==> config.mk <==
export PLATFORM = sky130hd
export DESIGN_NAME = emg_imu_window_features_top
export DESIGN_NICKNAME = d
export VERILOG_FILES = /design/src/hw/rtl/emgf_pkg.sv /design/src/hw/rtl/emgf_front.sv /design/src/hw/rtl/emgf_queue.sv /design/src/hw/rtl/emgf_back.sv /design/src/hw/rtl/emg_imu_window_features_top.sv
export SDC_FILE = /design/constraint.sdc
export NUM_CORES = 2
export LEC_CHECK = 0
export BUFFER_PORTS_ARGS = -buffer_cell sky130_fd_sc_hd__buf_4
export CAP_MARGIN = 10
export CELL_PAD_IN_SITES_DETAIL_PLACEMENT = 1
export CELL_PAD_IN_SITES_GLOBAL_PLACEMENT = 2
export CORE_MARGIN = 1
export CORE_UTILIZATION = 25
export CTS_CLUSTER_DIAMETER = 60
export CTS_CLUSTER_SIZE = 20
export DETAILED_ROUTE_END_ITERATION = 10
export MAX_ROUTING_LAYER = met4
export PLACE_DENSITY = 0.54
export RECOVER_POWER = 100
export SLEW_MARGIN = 20
export SYNTH_ARGS = -nofsm -noshare
export SYNTH_HDL_FRONTEND = slang
export SYNTH_SLANG_ARGS = --single-unit
==> constraint.sdc <==
create_clock -name clk -period 17.2 [get_ports clk]
set_clock_uncertainty 0.05 [all_clocks]
set_input_delay 0 -clock clk [delete_from_list [all_inputs] [get_ports clk]]
set_output_delay 0 -clock clk [all_outputs]
set_load 0.02 [all_outputs]
==> src/hw/rtl/emgf_pkg.sv <==
package emgf_pkg;

    // Channel grouping
    localparam int GROUP_A_CHANNELS = 4;
    localparam int GROUP_B_CHANNELS = 4;
    localparam int IMU_CHANNELS     = 6;
    localparam int TOTAL_CHANNELS   = GROUP_A_CHANNELS + GROUP_B_CHANNELS + IMU_CHANNELS;
    localparam int CH_GROUP_B_BASE  = GROUP_A_CHANNELS;
    localparam int CH_IMU_BASE      = GROUP_A_CHANNELS + GROUP_B_CHANNELS;
    localparam int CH_ROW_END       = TOTAL_CHANNELS - 1;

    // Window length
    localparam int ADC_RATE_HZ       = 2048;
    localparam int WINDOW_MS         = 150;
    localparam int MAX_WINDOW_ROWS   = 4096;
    localparam int CFG_W             = 13;
    localparam int ROWS_W            = $clog2(MAX_WINDOW_ROWS + 1);
    localparam int ROWCNT_W          = (MAX_WINDOW_ROWS > 1) ? $clog2(MAX_WINDOW_ROWS) : 1;
    localparam logic [CFG_W-1:0] WINDOW_ROWS_RESET =
        CFG_W'((ADC_RATE_HZ * WINDOW_MS) / 1000);

    // Field widths
    localparam int SAMPLE_W = 16;
    localparam int CH_W     = 4;
    localparam int FEAT_W   = 16;
    localparam int FIDX_W   = 3;

    // Accumulators and divider
    localparam int EMG_SUM_W   = 30;
    localparam int IMU_SUM_W   = 28;
    localparam int MAX_GROUP   = (GROUP_A_CHANNELS > GROUP_B_CHANNELS) ?
                                 GROUP_A_CHANNELS : GROUP_B_CHANNELS;
    localparam int DIVISOR_W   = $clog2(MAX_WINDOW_ROWS * MAX_GROUP + 1);
    localparam int DIVD_W      = EMG_SUM_W;
    localparam int DIVCNT_W    = $clog2(DIVD_W);
    localparam int IMU_IDX_W   = (IMU_CHANNELS > 1) ? $clog2(IMU_CHANNELS) : 1;

    // Feature indexes
    localparam logic [FIDX_W-1:0] FIDX_GROUP_A = FIDX_W'(0);
    localparam logic [FIDX_W-1:0] FIDX_GROUP_B = FIDX_W'(1);
    localparam logic [FIDX_W-1:0] FIDX_IMU_BASE = FIDX_W'(2);
    localparam logic [FIDX_W-1:0] FIDX_LAST = FIDX_W'(2 + IMU_CHANNELS - 1);

    localparam logic [FEAT_W-1:0] FEAT_MAX = {1'b0, {(FEAT_W-1){1'b1}}};
    localparam logic [FEAT_W-1:0] FEAT_MIN = {1'b1, {(FEAT_W-1){1'b0}}};

    // Window queue
    localparam int QUEUE_DEPTH = 2;
    localparam int QPTR_W      = (QUEUE_DEPTH > 1) ? $clog2(QUEUE_DEPTH) : 1;
    localparam int QCNT_W      = $clog2(QUEUE_DEPTH + 1);

    // Register map
    localparam int PADDR_W   = 3;
    localparam int REG_IDX_W = PADDR_W - 2;
    localparam logic [REG_IDX_W-1:0] REG_WINDOW_ROWS = REG_IDX_W'(0);

    // Finished window totals handed from front to back
    typedef struct packed {
        logic [EMG_SUM_W-1:0]                     a_sum;
        logic [EMG_SUM_W-1:0]                     b_sum;
        logic [IMU_CHANNELS-1:0][IMU_SUM_W-1:0]   imu;
        logic [ROWS_W-1:0]                        rows;
    } snapshot_t;

    typedef enum logic [1:0] {
        BK_IDLE,
        BK_DIV,
        BK_OUT
    } back_state_t;

endpackage

==> src/hw/rtl/emgf_front.sv <==
module emgf_front (
    input  logic                          clk,
    input  logic                          rst_n,
    input  logic                          in_valid,
    output logic                          in_ready,
    input  logic [emgf_pkg::SAMPLE_W-1:0] sample,
    input  logic [emgf_pkg::CH_W-1:0]     channel,
    input  logic [emgf_pkg::CFG_W-1:0]    window_rows,
    output logic                          q_push,
    output emgf_pkg::snapshot_t           q_wdata,
    input  logic                          q_full
);

    logic [emgf_pkg::EMG_SUM_W-1:0] a_sum_reg, a_sum_next, a_acc;
    logic [emgf_pkg::EMG_SUM_W-1:0] b_sum_reg, b_sum_next, b_acc;
    logic [emgf_pkg::IMU_CHANNELS-1:0][emgf_pkg::IMU_SUM_W-1:0] imu_reg, imu_next, imu_acc;
    logic [emgf_pkg::ROWCNT_W-1:0]  row_count_reg, row_count_next;

    logic                           accept;
    logic [emgf_pkg::SAMPLE_W-1:0]  mag;
    logic [emgf_pkg::EMG_SUM_W:0]   a_add, b_add;
    logic [emgf_pkg::IMU_SUM_W:0]   imu_add;
    logic [emgf_pkg::IMU_SUM_W:0]   sample_ext;
    logic [emgf_pkg::ROWS_W-1:0]    wr_clamp, rows;
    logic                           is_a, is_b, row_end, win_end;

    // Stall whenever the window queue is full
    assign in_ready = !q_full;
    assign accept   = in_valid && !q_full;

    assign mag        = sample[emgf_pkg::SAMPLE_W-1] ? (~sample + 1'b1) : sample;
    assign sample_ext = {{(emgf_pkg::IMU_SUM_W + 1 - emgf_pkg::SAMPLE_W)
                          {sample[emgf_pkg::SAMPLE_W-1]}}, sample};

    assign is_a    = channel < emgf_pkg::CH_W'(emgf_pkg::CH_GROUP_B_BASE);
    assign is_b    = !is_a && (channel < emgf_pkg::CH_W'(emgf_pkg::CH_IMU_BASE));
    assign row_end = accept && (channel == emgf_pkg::CH_W'(emgf_pkg::CH_ROW_END));

    // Saturating EMG magnitude sums
    assign a_add = {1'b0, a_sum_reg} + (emgf_pkg::EMG_SUM_W + 1)'(mag);
    assign b_add = {1'b0, b_sum_reg} + (emgf_pkg::EMG_SUM_W + 1)'(mag);

    always_comb
    begin
        a_acc = a_sum_reg;
        b_acc = b_sum_reg;
        if (accept && is_a)
        begin
            a_acc = a_add[emgf_pkg::EMG_SUM_W] ? '1 : a_add[emgf_pkg::EMG_SUM_W-1:0];
        end
        if (accept && is_b)
        begin
            b_acc = b_add[emgf_pkg::EMG_SUM_W] ? '1 : b_add[emgf_pkg::EMG_SUM_W-1:0];
        end
    end

    // Saturating signed IMU sums, one lane per channel
    always_comb
    begin
        imu_add = '0;
        for (int i = 0; i < emgf_pkg::IMU_CHANNELS; i++)
        begin
            imu_acc[i] = imu_reg[i];
            if (accept && (channel == emgf_pkg::CH_W'(emgf_pkg::CH_IMU_BASE + i)))
            begin
                imu_add = {imu_reg[i][emgf_pkg::IMU_SUM_W-1], imu_reg[i]} + sample_ext;
                if (imu_add[emgf_pkg::IMU_SUM_W] != imu_add[emgf_pkg::IMU_SUM_W-1])
                begin
                    imu_acc[i] = imu_add[emgf_pkg::IMU_SUM_W] ?
                                 {1'b1, {(emgf_pkg::IMU_SUM_W-1){1'b0}}} :
                                 {1'b0, {(emgf_pkg::IMU_SUM_W-1){1'b1}}};
                end
                else
                begin
                    imu_acc[i] = imu_add[emgf_pkg::IMU_SUM_W-1:0];
                end
            end
        end
    end

    // Clamp the window length and detect the row that closes the window
    always_comb
    begin
        if (window_rows == '0)
        begin
            wr_clamp = emgf_pkg::ROWS_W'(1);
        end
        else if (window_rows > emgf_pkg::CFG_W'(emgf_pkg::MAX_WINDOW_ROWS))
        begin
            wr_clamp = emgf_pkg::ROWS_W'(emgf_pkg::MAX_WINDOW_ROWS);
        end
        else
        begin
            wr_clamp = emgf_pkg::ROWS_W'(window_rows);
        end
    end

    assign rows    = emgf_pkg::ROWS_W'(row_count_reg) + 1'b1;
    assign win_end = row_end && (rows >= wr_clamp);

    assign q_push        = win_end;
    assign q_wdata.a_sum = a_acc;
    assign q_wdata.b_sum = b_acc;
    assign q_wdata.imu   = imu_acc;
    assign q_wdata.rows  = rows;

    // Clear the window once its totals are queued
    always_comb
    begin
        a_sum_next     = win_end ? '0 : a_acc;
        b_sum_next     = win_end ? '0 : b_acc;
        imu_next       = win_end ? '0 : imu_acc;
        row_count_next = row_count_reg;
        if (win_end)
        begin
            row_count_next = '0;
        end
        else if (row_end)
        begin
            row_count_next = rows[emgf_pkg::ROWCNT_W-1:0];
        end
    end

    always_ff @(posedge clk or negedge rst_n)
    begin
        if (!rst_n)
        begin
            a_sum_reg     <= '0;
            b_sum_reg     <= '0;
            imu_reg       <= '0;
            row_count_reg <= '0;
        end
        else
        begin
            a_sum_reg     <= a_sum_next;
            b_sum_reg     <= b_sum_next;
            imu_reg       <= imu_next;
            row_count_reg <= row_count_next;
        end
    end

endmodule

==> src/hw/rtl/emgf_queue.sv <==
module emgf_queue (
    input  logic                clk,
    input  logic                rst_n,
    input  logic                push,
    input  emgf_pkg::snapshot_t wdata,
    output logic                full,
    input  logic                pop,
    output logic                valid,
    output emgf_pkg::snapshot_t rdata
);

    emgf_pkg::snapshot_t mem [emgf_pkg::QUEUE_DEPTH];

    logic [emgf_pkg::QPTR_W-1:0] wr_ptr_reg, wr_ptr_next;
    logic [emgf_pkg::QPTR_W-1:0] rd_ptr_reg, rd_ptr_next;
    logic [emgf_pkg::QCNT_W-1:0] count_reg, count_next;

    assign full  = count_reg == emgf_pkg::QCNT_W'(emgf_pkg::QUEUE_DEPTH);
    assign valid = count_reg != '0;
    assign rdata = mem[rd_ptr_reg];

    // Advance pointers with wrap at the queue depth
    always_comb
    begin
        wr_ptr_next = wr_ptr_reg;
        rd_ptr_next = rd_ptr_reg;
        count_next  = count_reg;
        if (push)
        begin
            wr_ptr_next = (wr_ptr_reg == emgf_pkg::QPTR_W'(emgf_pkg::QUEUE_DEPTH - 1)) ?
                          '0 : wr_ptr_reg + 1'b1;
        end
        if (pop)
        begin
            rd_ptr_next = (rd_ptr_reg == emgf_pkg::QPTR_W'(emgf_pkg::QUEUE_DEPTH - 1)) ?
                          '0 : rd_ptr_reg + 1'b1;
        end
        if (push && !pop)
        begin
            count_next = count_reg + 1'b1;
        end
        else if (pop && !push)
        begin
            count_next = count_reg - 1'b1;
        end
    end

    always_ff @(posedge clk)
    begin
        if (push)
        begin
            mem[wr_ptr_reg] <= wdata;
        end
    end

    always_ff @(posedge clk or negedge rst_n)
    begin
        if (!rst_n)
        begin
            wr_ptr_reg <= '0;
            rd_ptr_reg <= '0;
            count_reg  <= '0;
        end
        else
        begin
            wr_ptr_reg <= wr_ptr_next;
            rd_ptr_reg <= rd_ptr_next;
            count_reg  <= count_next;
        end
    end

    a_no_overrun: assert property (@(posedge clk) disable iff (!rst_n)
        push |-> (!full || pop))
        else $error("window queue written while full");

    a_count_bound: assert property (@(posedge clk) disable iff (!rst_n)
        count_reg <= emgf_pkg::QCNT_W'(emgf_pkg::QUEUE_DEPTH))
        else $error("window queue count beyond depth");

endmodule

==> src/hw/rtl/emgf_back.sv <==
module emgf_back (
    input  logic                        clk,
    input  logic                        rst_n,
    input  logic                        q_valid,
    input  emgf_pkg::snapshot_t         q_rdata,
    output logic                        q_pop,
    output logic                        out_valid,
    input  logic                        out_ready,
    output logic [emgf_pkg::FEAT_W-1:0] out_value,
    output logic [emgf_pkg::FIDX_W-1:0] out_index,
    output logic                        out_last
);

    emgf_pkg::back_state_t state_reg, state_next;

    logic [emgf_pkg::FIDX_W-1:0]    feat_reg, feat_next;
    logic [emgf_pkg::DIVISOR_W-1:0] rem_reg, rem_next;
    logic [emgf_pkg::DIVD_W-1:0]    quo_reg, quo_next;
    logic [emgf_pkg::DIVISOR_W-1:0] div_reg, div_next;
    logic                           neg_reg, neg_next;
    logic [emgf_pkg::DIVCNT_W-1:0]  cnt_reg, cnt_next;
    logic                           out_valid_reg, out_valid_next;
    logic [emgf_pkg::FEAT_W-1:0]    out_value_reg, out_value_next;
    logic [emgf_pkg::FIDX_W-1:0]    out_index_reg, out_index_next;
    logic                           out_last_reg, out_last_next;

    logic [emgf_pkg::FIDX_W-1:0]    load_idx;
    logic [emgf_pkg::IMU_IDX_W-1:0] lane;
    logic [emgf_pkg::IMU_SUM_W-1:0] imu_val, imu_mag;
    logic [emgf_pkg::DIVD_W-1:0]    ld_dividend;
    logic [emgf_pkg::DIVISOR_W-1:0] ld_divisor;
    logic                           ld_neg;
    logic [emgf_pkg::DIVISOR_W:0]   shift, diff;
    logic                           ge;
    logic                           pos_big, neg_big;
    logic [emgf_pkg::FEAT_W-1:0]    sat_value;
    logic                           out_free;

    // Operands of the next feature: group sums over rows times channels,
    // IMU sums as magnitude and sign over rows
    assign load_idx = (state_reg == emgf_pkg::BK_IDLE) ? emgf_pkg::FIDX_GROUP_A :
                      feat_reg + 1'b1;
    assign lane     = emgf_pkg::IMU_IDX_W'(load_idx - emgf_pkg::FIDX_IMU_BASE);
    assign imu_val  = q_rdata.imu[lane];
    assign imu_mag  = imu_val[emgf_pkg::IMU_SUM_W-1] ? (~imu_val + 1'b1) : imu_val;

    always_comb
    begin
        priority if (load_idx == emgf_pkg::FIDX_GROUP_A)
        begin
            ld_dividend = q_rdata.a_sum;
            ld_divisor  = emgf_pkg::DIVISOR_W'(32'(q_rdata.rows) *
                                               emgf_pkg::GROUP_A_CHANNELS);
            ld_neg      = 1'b0;
        end
        else if (load_idx == emgf_pkg::FIDX_GROUP_B)
        begin
            ld_dividend = q_rdata.b_sum;
            ld_divisor  = emgf_pkg::DIVISOR_W'(32'(q_rdata.rows) *
                                               emgf_pkg::GROUP_B_CHANNELS);
            ld_neg      = 1'b0;
        end
        else
        begin
            ld_dividend = emgf_pkg::DIVD_W'(imu_mag);
            ld_divisor  = emgf_pkg::DIVISOR_W'(q_rdata.rows);
            ld_neg      = imu_val[emgf_pkg::IMU_SUM_W-1];
        end
    end

    // One restoring division step per cycle
    assign shift = {rem_reg, quo_reg[emgf_pkg::DIVD_W-1]};
    assign diff  = shift - {1'b0, div_reg};
    assign ge    = shift >= {1'b0, div_reg};

    // Saturate the quotient into the signed feature range
    assign pos_big = |quo_reg[emgf_pkg::DIVD_W-1:emgf_pkg::FEAT_W-1];
    assign neg_big = (|quo_reg[emgf_pkg::DIVD_W-1:emgf_pkg::FEAT_W]) ||
                     (quo_reg[emgf_pkg::FEAT_W-1] && (|quo_reg[emgf_pkg::FEAT_W-2:0]));

    always_comb
    begin
        if (neg_reg)
        begin
            sat_value = neg_big ? emgf_pkg::FEAT_MIN :
                        (~quo_reg[emgf_pkg::FEAT_W-1:0] + 1'b1);
        end
        else
        begin
            sat_value = pos_big ? emgf_pkg::FEAT_MAX : quo_reg[emgf_pkg::FEAT_W-1:0];
        end
    end

    assign out_free = !out_valid_reg || out_ready;

    // Sequencer: load, divide, hand over to the output register
    always_comb
    begin
        state_next     = state_reg;
        feat_next      = feat_reg;
        rem_next       = rem_reg;
        quo_next       = quo_reg;
        div_next       = div_reg;
        neg_next       = neg_reg;
        cnt_next       = cnt_reg;
        out_valid_next = out_valid_reg && !out_ready;
        out_value_next = out_value_reg;
        out_index_next = out_index_reg;
        out_last_next  = out_last_reg;
        q_pop          = 1'b0;

        unique case (state_reg)
            emgf_pkg::BK_IDLE:
            begin
                if (q_valid)
                begin
                    feat_next  = load_idx;
                    rem_next   = '0;
                    quo_next   = ld_dividend;
                    div_next   = ld_divisor;
                    neg_next   = ld_neg;
                    cnt_next   = emgf_pkg::DIVCNT_W'(emgf_pkg::DIVD_W - 1);
                    state_next = emgf_pkg::BK_DIV;
                end
            end
            emgf_pkg::BK_DIV:
            begin
                rem_next = ge ? diff[emgf_pkg::DIVISOR_W-1:0] :
                                shift[emgf_pkg::DIVISOR_W-1:0];
                quo_next = {quo_reg[emgf_pkg::DIVD_W-2:0], ge};
                cnt_next = cnt_reg - 1'b1;
                if (cnt_reg == '0)
                begin
                    state_next = emgf_pkg::BK_OUT;
                end
            end
            emgf_pkg::BK_OUT:
            begin
                if (out_free)
                begin
                    out_valid_next = 1'b1;
                    out_value_next = sat_value;
                    out_index_next = feat_reg;
                    out_last_next  = feat_reg == emgf_pkg::FIDX_LAST;
                    if (feat_reg == emgf_pkg::FIDX_LAST)
                    begin
                        q_pop      = 1'b1;
                        state_next = emgf_pkg::BK_IDLE;
                    end
                    else
                    begin
                        feat_next  = load_idx;
                        rem_next   = '0;
                        quo_next   = ld_dividend;
                        div_next   = ld_divisor;
                        neg_next   = ld_neg;
                        cnt_next   = emgf_pkg::DIVCNT_W'(emgf_pkg::DIVD_W - 1);
                        state_next = emgf_pkg::BK_DIV;
                    end
                end
            end
            default:
            begin
                state_next = emgf_pkg::BK_IDLE;
            end
        endcase
    end

    always_ff @(posedge clk or negedge rst_n)
    begin
        if (!rst_n)
        begin
            state_reg     <= emgf_pkg::BK_IDLE;
            feat_reg      <= '0;
            cnt_reg       <= '0;
            out_valid_reg <= 1'b0;
        end
        else
        begin
            state_reg     <= state_next;
            feat_reg      <= feat_next;
            cnt_reg       <= cnt_next;
            out_valid_reg <= out_valid_next;
        end
    end

    // Datapath registers hold no reset
    always_ff @(posedge clk)
    begin
        rem_reg       <= rem_next;
        quo_reg       <= quo_next;
        div_reg       <= div_next;
        neg_reg       <= neg_next;
        out_value_reg <= out_value_next;
        out_index_reg <= out_index_next;
        out_last_reg  <= out_last_next;
    end

    assign out_valid = out_valid_reg;
    assign out_value = out_value_reg;
    assign out_index = out_index_reg;
    assign out_last  = out_last_reg;

    a_pop_has_entry: assert property (@(posedge clk) disable iff (!rst_n)
        q_pop |-> (q_valid && state_reg == emgf_pkg::BK_OUT))
        else $error("window popped without a pending entry");

    a_last_matches_index: assert property (@(posedge clk) disable iff (!rst_n)
        out_valid_reg |-> (out_last_reg == (out_index_reg == emgf_pkg::FIDX_LAST)))
        else $error("last flag out of step with feature index");

    a_divisor_nonzero: assert property (@(posedge clk) disable iff (!rst_n)
        (state_reg == emgf_pkg::BK_DIV) |-> (div_reg != '0))
        else $error("division by zero rows");

endmodule

==> src/hw/rtl/emg_imu_window_features_top.sv <==
// EMG / IMU windowed feature extractor.
// Input stream: one sample word per channel in row-major order; s_axis_tdata
// carries the signed sample, s_axis_tuser the channel (group A EMG, group B
// EMG, then IMU). The highest channel closes a row; channels above it are
// dropped. Every window_rows rows the block sends eight feature words on the
// output stream: group A and group B mean absolute value, then six IMU means,
// with tlast on the final one.
// Throughput: one sample word a cycle while the window queue has room. Each
// feature passes through the shared bit-serial divider (one quotient bit
// a cycle over a 30-bit dividend); two finished windows can queue, after
// which s_axis_tready drops until the divider frees a slot.
// Stalls: a low m_axis_tready holds the output word and the divider waits.
// Reset: sums and row count clear, window_rows returns to 307, queue empties.
// window_rows is written over APB at address 0; the user must write it only while the stream is idle (not enforced).
module emg_imu_window_features_top (
    input  logic                           clk,
    input  logic                           rst_n,
    // APB configuration
    input  logic                           psel,
    input  logic                           penable,
    input  logic                           pwrite,
    input  logic [emgf_pkg::PADDR_W-1:0]   paddr,
    input  logic [31:0]                    pwdata,
    output logic [31:0]                    prdata,
    output logic                           pready,
    // Sample stream
    input  logic                           s_axis_tvalid,
    output logic                           s_axis_tready,
    input  logic [15:0]                    s_axis_tdata,   // [15:0] sample
    input  logic [3:0]                     s_axis_tuser,   // [3:0] channel
    // Feature stream
    output logic                           m_axis_tvalid,
    input  logic                           m_axis_tready,
    output logic [15:0]                    m_axis_tdata,   // [15:0] feature_value
    output logic [2:0]                     m_axis_tuser,   // [2:0] feature_index
    output logic                           m_axis_tlast
);

    logic [emgf_pkg::CFG_W-1:0]     window_rows_reg, window_rows_next;
    logic [emgf_pkg::REG_IDX_W-1:0] reg_idx;
    logic                           cfg_write;

    logic                q_push, q_full, q_pop, q_valid;
    emgf_pkg::snapshot_t q_wdata, q_rdata;

    // Register file
    assign pready    = 1'b1;
    assign reg_idx   = paddr[emgf_pkg::PADDR_W-1:2];
    assign cfg_write = psel && penable && pwrite;

    always_comb
    begin
        window_rows_next = window_rows_reg;
        if (cfg_write && (reg_idx == emgf_pkg::REG_WINDOW_ROWS))
        begin
            window_rows_next = pwdata[emgf_pkg::CFG_W-1:0];
        end
    end

    assign prdata = (reg_idx == emgf_pkg::REG_WINDOW_ROWS) ? 32'(window_rows_reg) : '0;

    always_ff @(posedge clk or negedge rst_n)
    begin
        if (!rst_n)
        begin
            window_rows_reg <= emgf_pkg::WINDOW_ROWS_RESET;
        end
        else
        begin
            window_rows_reg <= window_rows_next;
        end
    end

    // Accumulate and close windows
    emgf_front u_front (
        .clk         (clk),
        .rst_n       (rst_n),
        .in_valid    (s_axis_tvalid),
        .in_ready    (s_axis_tready),
        .sample      (s_axis_tdata),
        .channel     (s_axis_tuser),
        .window_rows (window_rows_reg),
        .q_push      (q_push),
        .q_wdata     (q_wdata),
        .q_full      (q_full)
    );

    // Hold finished window totals
    emgf_queue u_queue (
        .clk   (clk),
        .rst_n (rst_n),
        .push  (q_push),
        .wdata (q_wdata),
        .full  (q_full),
        .pop   (q_pop),
        .valid (q_valid),
        .rdata (q_rdata)
    );

    // Divide and emit features
    emgf_back u_back (
        .clk       (clk),
        .rst_n     (rst_n),
        .q_valid   (q_valid),
        .q_rdata   (q_rdata),
        .q_pop     (q_pop),
        .out_valid (m_axis_tvalid),
        .out_ready (m_axis_tready),
        .out_value (m_axis_tdata),
        .out_index (m_axis_tuser),
        .out_last  (m_axis_tlast)
    );

endmodule
==> results.toml <==
[route]
viasPerCell = 4.87
first_iter_violations = 1734
wl_per_cell_microns = 22.9
routed-via-count = 33436
routed_wl_mm = 157
first_pass_iters = 5
final_antenna_net_count = 0
drc = 0

[sta]
hold-worst-slack_ns = 0.0997
fmax_mhz = 98.0
hold_viol = 0
worstMarginPinSlew_ns = 4.36
tns_ns = 0
setup_viol = 0
period_needed_ns = 10.20
maxSlewHeadroom = -1.91
rsz0062_at_grt = "no"
post-route-period-util = 0.593
maxSlewViolCount = 696

[power]
power.share.switching = 0.453
ir_drop_uv = 128
pwr-share-comb = 0.511
power_density_nw_per_um2 = 204
power_w = 0.0110
pwr-share-clk = 0.224
intPower_w = 0.00605
p_sw_w = 0.00500
p_seq_frac = 0.265
cellLeakagePower_nw = 20.2

[finish]
drive_above_1_share = 0.0975
area_growth_syn_to_layout_pct = 15.9
nFillCells = 20503
largest_reg_flops = 482
fin_nets = 4616
layout_common_cells = "edfxtp_1 (563), nor2_1 (313), nand2_1 (285)"
layout_commonest_cell = "edfxtp_1"

[critical_path]
r2r-end = "u_back.quo_reg[27]"
cp_cell_sequence = "clkbuf_1 -> clkbuf_1 -> clkbuf_1 -> mux2i_1 -> o22ai_1 -> a31oi_1 -> a21oi_1"
crit_path_top_delay_cell = "clkbuf_1"
critPathBufInv = 3
r2r_start = "u_queue.rd_ptr_reg"
critPathTopFamily = "buffers and inverters"
crit_top_cell = "clkbuf_1"
required_ns = 17.61
path_class = "reg -> reg"
worstSetupStartpointType = "register"
crit_path_max_fanout = 44
crit_path_end_kind = "register"
reg2reg_setup_slack_ns = 7.00
cp.arrival_ns = 10.61
rr_worst_depth = 7
cpPeakStageDelay_ns = 2.64

[worst_hold_path]
holdPathEnd = "u_back.out_valid"
hold_depth = 4
holdCritPathClass = "in -> reg"
min-delay-start = "m_axis_tready"

[synthesis]
synthFlopType = "edfxtp_1"
avgSynthCellArea_sq_um = 11.1
syn_inst = 4201
yosysSeqAreaShare = 0.505
ys_ff_latch = 831
async_reset_ff_frac = 0.323
ys_warn_count = 0
synth_edf_count = 563
yosysUniqueCellTypes = 99
syn-cell-area_sq_um = 46800

[floorplan]
fp.coreArea_sq_um = 186000
die-width_microns = 435
row_count = 158
die_h_microns = 435
die_area_sq_um = 189000
ios = 117
start_util = 0.252

[clock_tree]
clock-root-buffer = "clkbuf_16"
cts.sinks = 831
cts_buffers = 103
cts.clk_slew.worst_paths_ns = 0.07
cts_buffer_depth = 3
worstSkewPairLatency_ns = 0.74
cts_tree = "built"
cts.repair.resized = 0
h-tree-depth = 3

[global_route]
antenna_found_initial = 7
grt_pass1_vias = 35499
grt_overflow = 0
grtUsageTotal = 0.169
grt_max_degree = 143
grt_pass1_wl_mm = 234

[status]
failed_checks = "max-capacitance violations, max-slew violations"
outcome = "finished with violations"

[flow_run]
maxCapViolations = 18

[placement]
hpwl_mm = 108
io_buffer_count = 75
gp_congestion = 0.799
how the worst max path moves through the flow:
stage	endpoint	cells after the start	slack, ns	startpoint
detailed placement	u_queue.mem[0][138]	16	10.40	s_axis_tdata[15]
floorplan	u_queue.mem[0][0]	13	3.39	u_front.row_count_reg[0]
CTS	u_queue.mem[1][139]	16	10.54	u_front.imu_reg[113]
finish	u_back.quo_reg[27]	7	7.00	u_queue.rd_ptr_reg
global route	u_queue.mem[0][194]	16	5.90	u_front.row_count_reg[0]
global placement	u_queue.mem[0][139]	16	10.34	s_axis_tdata[15]
cells in the mapped netlist (12+ instances only):
library cell | instances | area [sq um]
clkbuf_1 | 141 | 529
buf_1 | 13 | 48.8
o21bai_1 | 14 | 105
nor4_1 | 13 | 81.3
and3_1 | 39 | 244
nand3_1 | 73 | 365
nor2b_1 | 45 | 282
o21a_1 | 61 | 458
a21boi_0 | 12 | 90.1
a211o_1 | 13 | 114
o21ai_0 | 233 | 1170
a21o_1 | 98 | 736
o22ai_1 | 29 | 181
dfrtp_1 | 263 | 6580
mux2i_1 | 109 | 1090
a31oi_1 | 82 | 513
o21ai_1 | 19 | 95.1
edfxtp_1 | 563 | 16900
xnor2_1 | 145 | 1270
o311ai_0 | 17 | 149
xor2_1 | 88 | 771
nor2_1 | 317 | 1190
or3_1 | 42 | 263
o31ai_1 | 19 | 143
nand2_1 | 286 | 1070
a21oi_1 | 283 | 1420
a211oi_1 | 37 | 278
mux4_2 | 65 | 1460
o211ai_1 | 43 | 323
or2_2 | 22 | 138
mux2_2 | 44 | 495
buf_2 | 20 | 100
a221o_1 | 13 | 130
nor3_1 | 77 | 385
nand4_1 | 18 | 113
a22oi_1 | 28 | 210
nand2b_1 | 48 | 300
ha_1 | 247 | 3090
and2_1 | 177 | 1110
o22a_1 | 51 | 447
buf_4 | 21 | 158
inv_1 | 97 | 364
through the flow:
stage	setup slack [ns]	area [sq um]	instances	util
detailed placement	10.40	50300	6635	0.271
global route	5.90	54300	6869	0.292
global placement	10.34	50300	6635	0.271
finish	7.00	54300	6870	0.292
CTS	10.54	54600	6868	0.294
floorplan	3.39	46900	4219	-
cells by family after synthesis:
group | synth area share
simple gates | 0.127
compound gates | 0.161
flops | 0.505
buf+inv | 0.0272
fa+ha+maj | 0.0701
xor+xnor | 0.0436
mux | 0.0666
other cells | 0.000160
layout make-up:
type	count	area, sq um	share of cell area
inverter	100	375	0.00692
antenna	1	2.50	0.0000461
clock buffer	110	2700	0.0497
multi-input combinational	3087	22000	0.405
clock inverter	86	1260	0.0233
sequential	831	23600	0.435
timing repair buffer	175	1200	0.0222
tap	2480	3100	0.0572
worst min-delay path, stage by stage:
cell,delay [ns]
dlygate4sd3_1,0.53
buf_4,0.13
nand2b_1,0.13
nand2_1,0.05
routing by layer:
metal	GRT usage	vias up	part of all wire
met5	-	-	0
met4	0.0453	0	0.027
met3	0.0211	194	0.028
met2	0.267	395	0.46
met1	0.227	16891	0.48
li1	-	15956	-
power by group through the flow:
stage | combinational (W) | sequential, W | clock (W)
after floorplan | 0.00391 | 0.00287 | 0
final | 0.00564 | 0.00293 | 0.00248
after global routing | 0.00622 | 0.00298 | 0.00262
after CTS | 0.00580 | 0.00293 | 0.00255
after detailed placement | 0.00576 | 0.00297 | 0
after global placement | 0.00573 | 0.00296 | 0
what timing repair did:
| item | in CTS | in global routing |
|---|---|---|
| hold buffers | 37 | 0 |
| endpoints found under the setup margin | 0 | 0 |
| setup buffers | 0 | 0 |
| hold endpoints to repair | 213 | 0 |
Power figures use the tool's default switching activity.
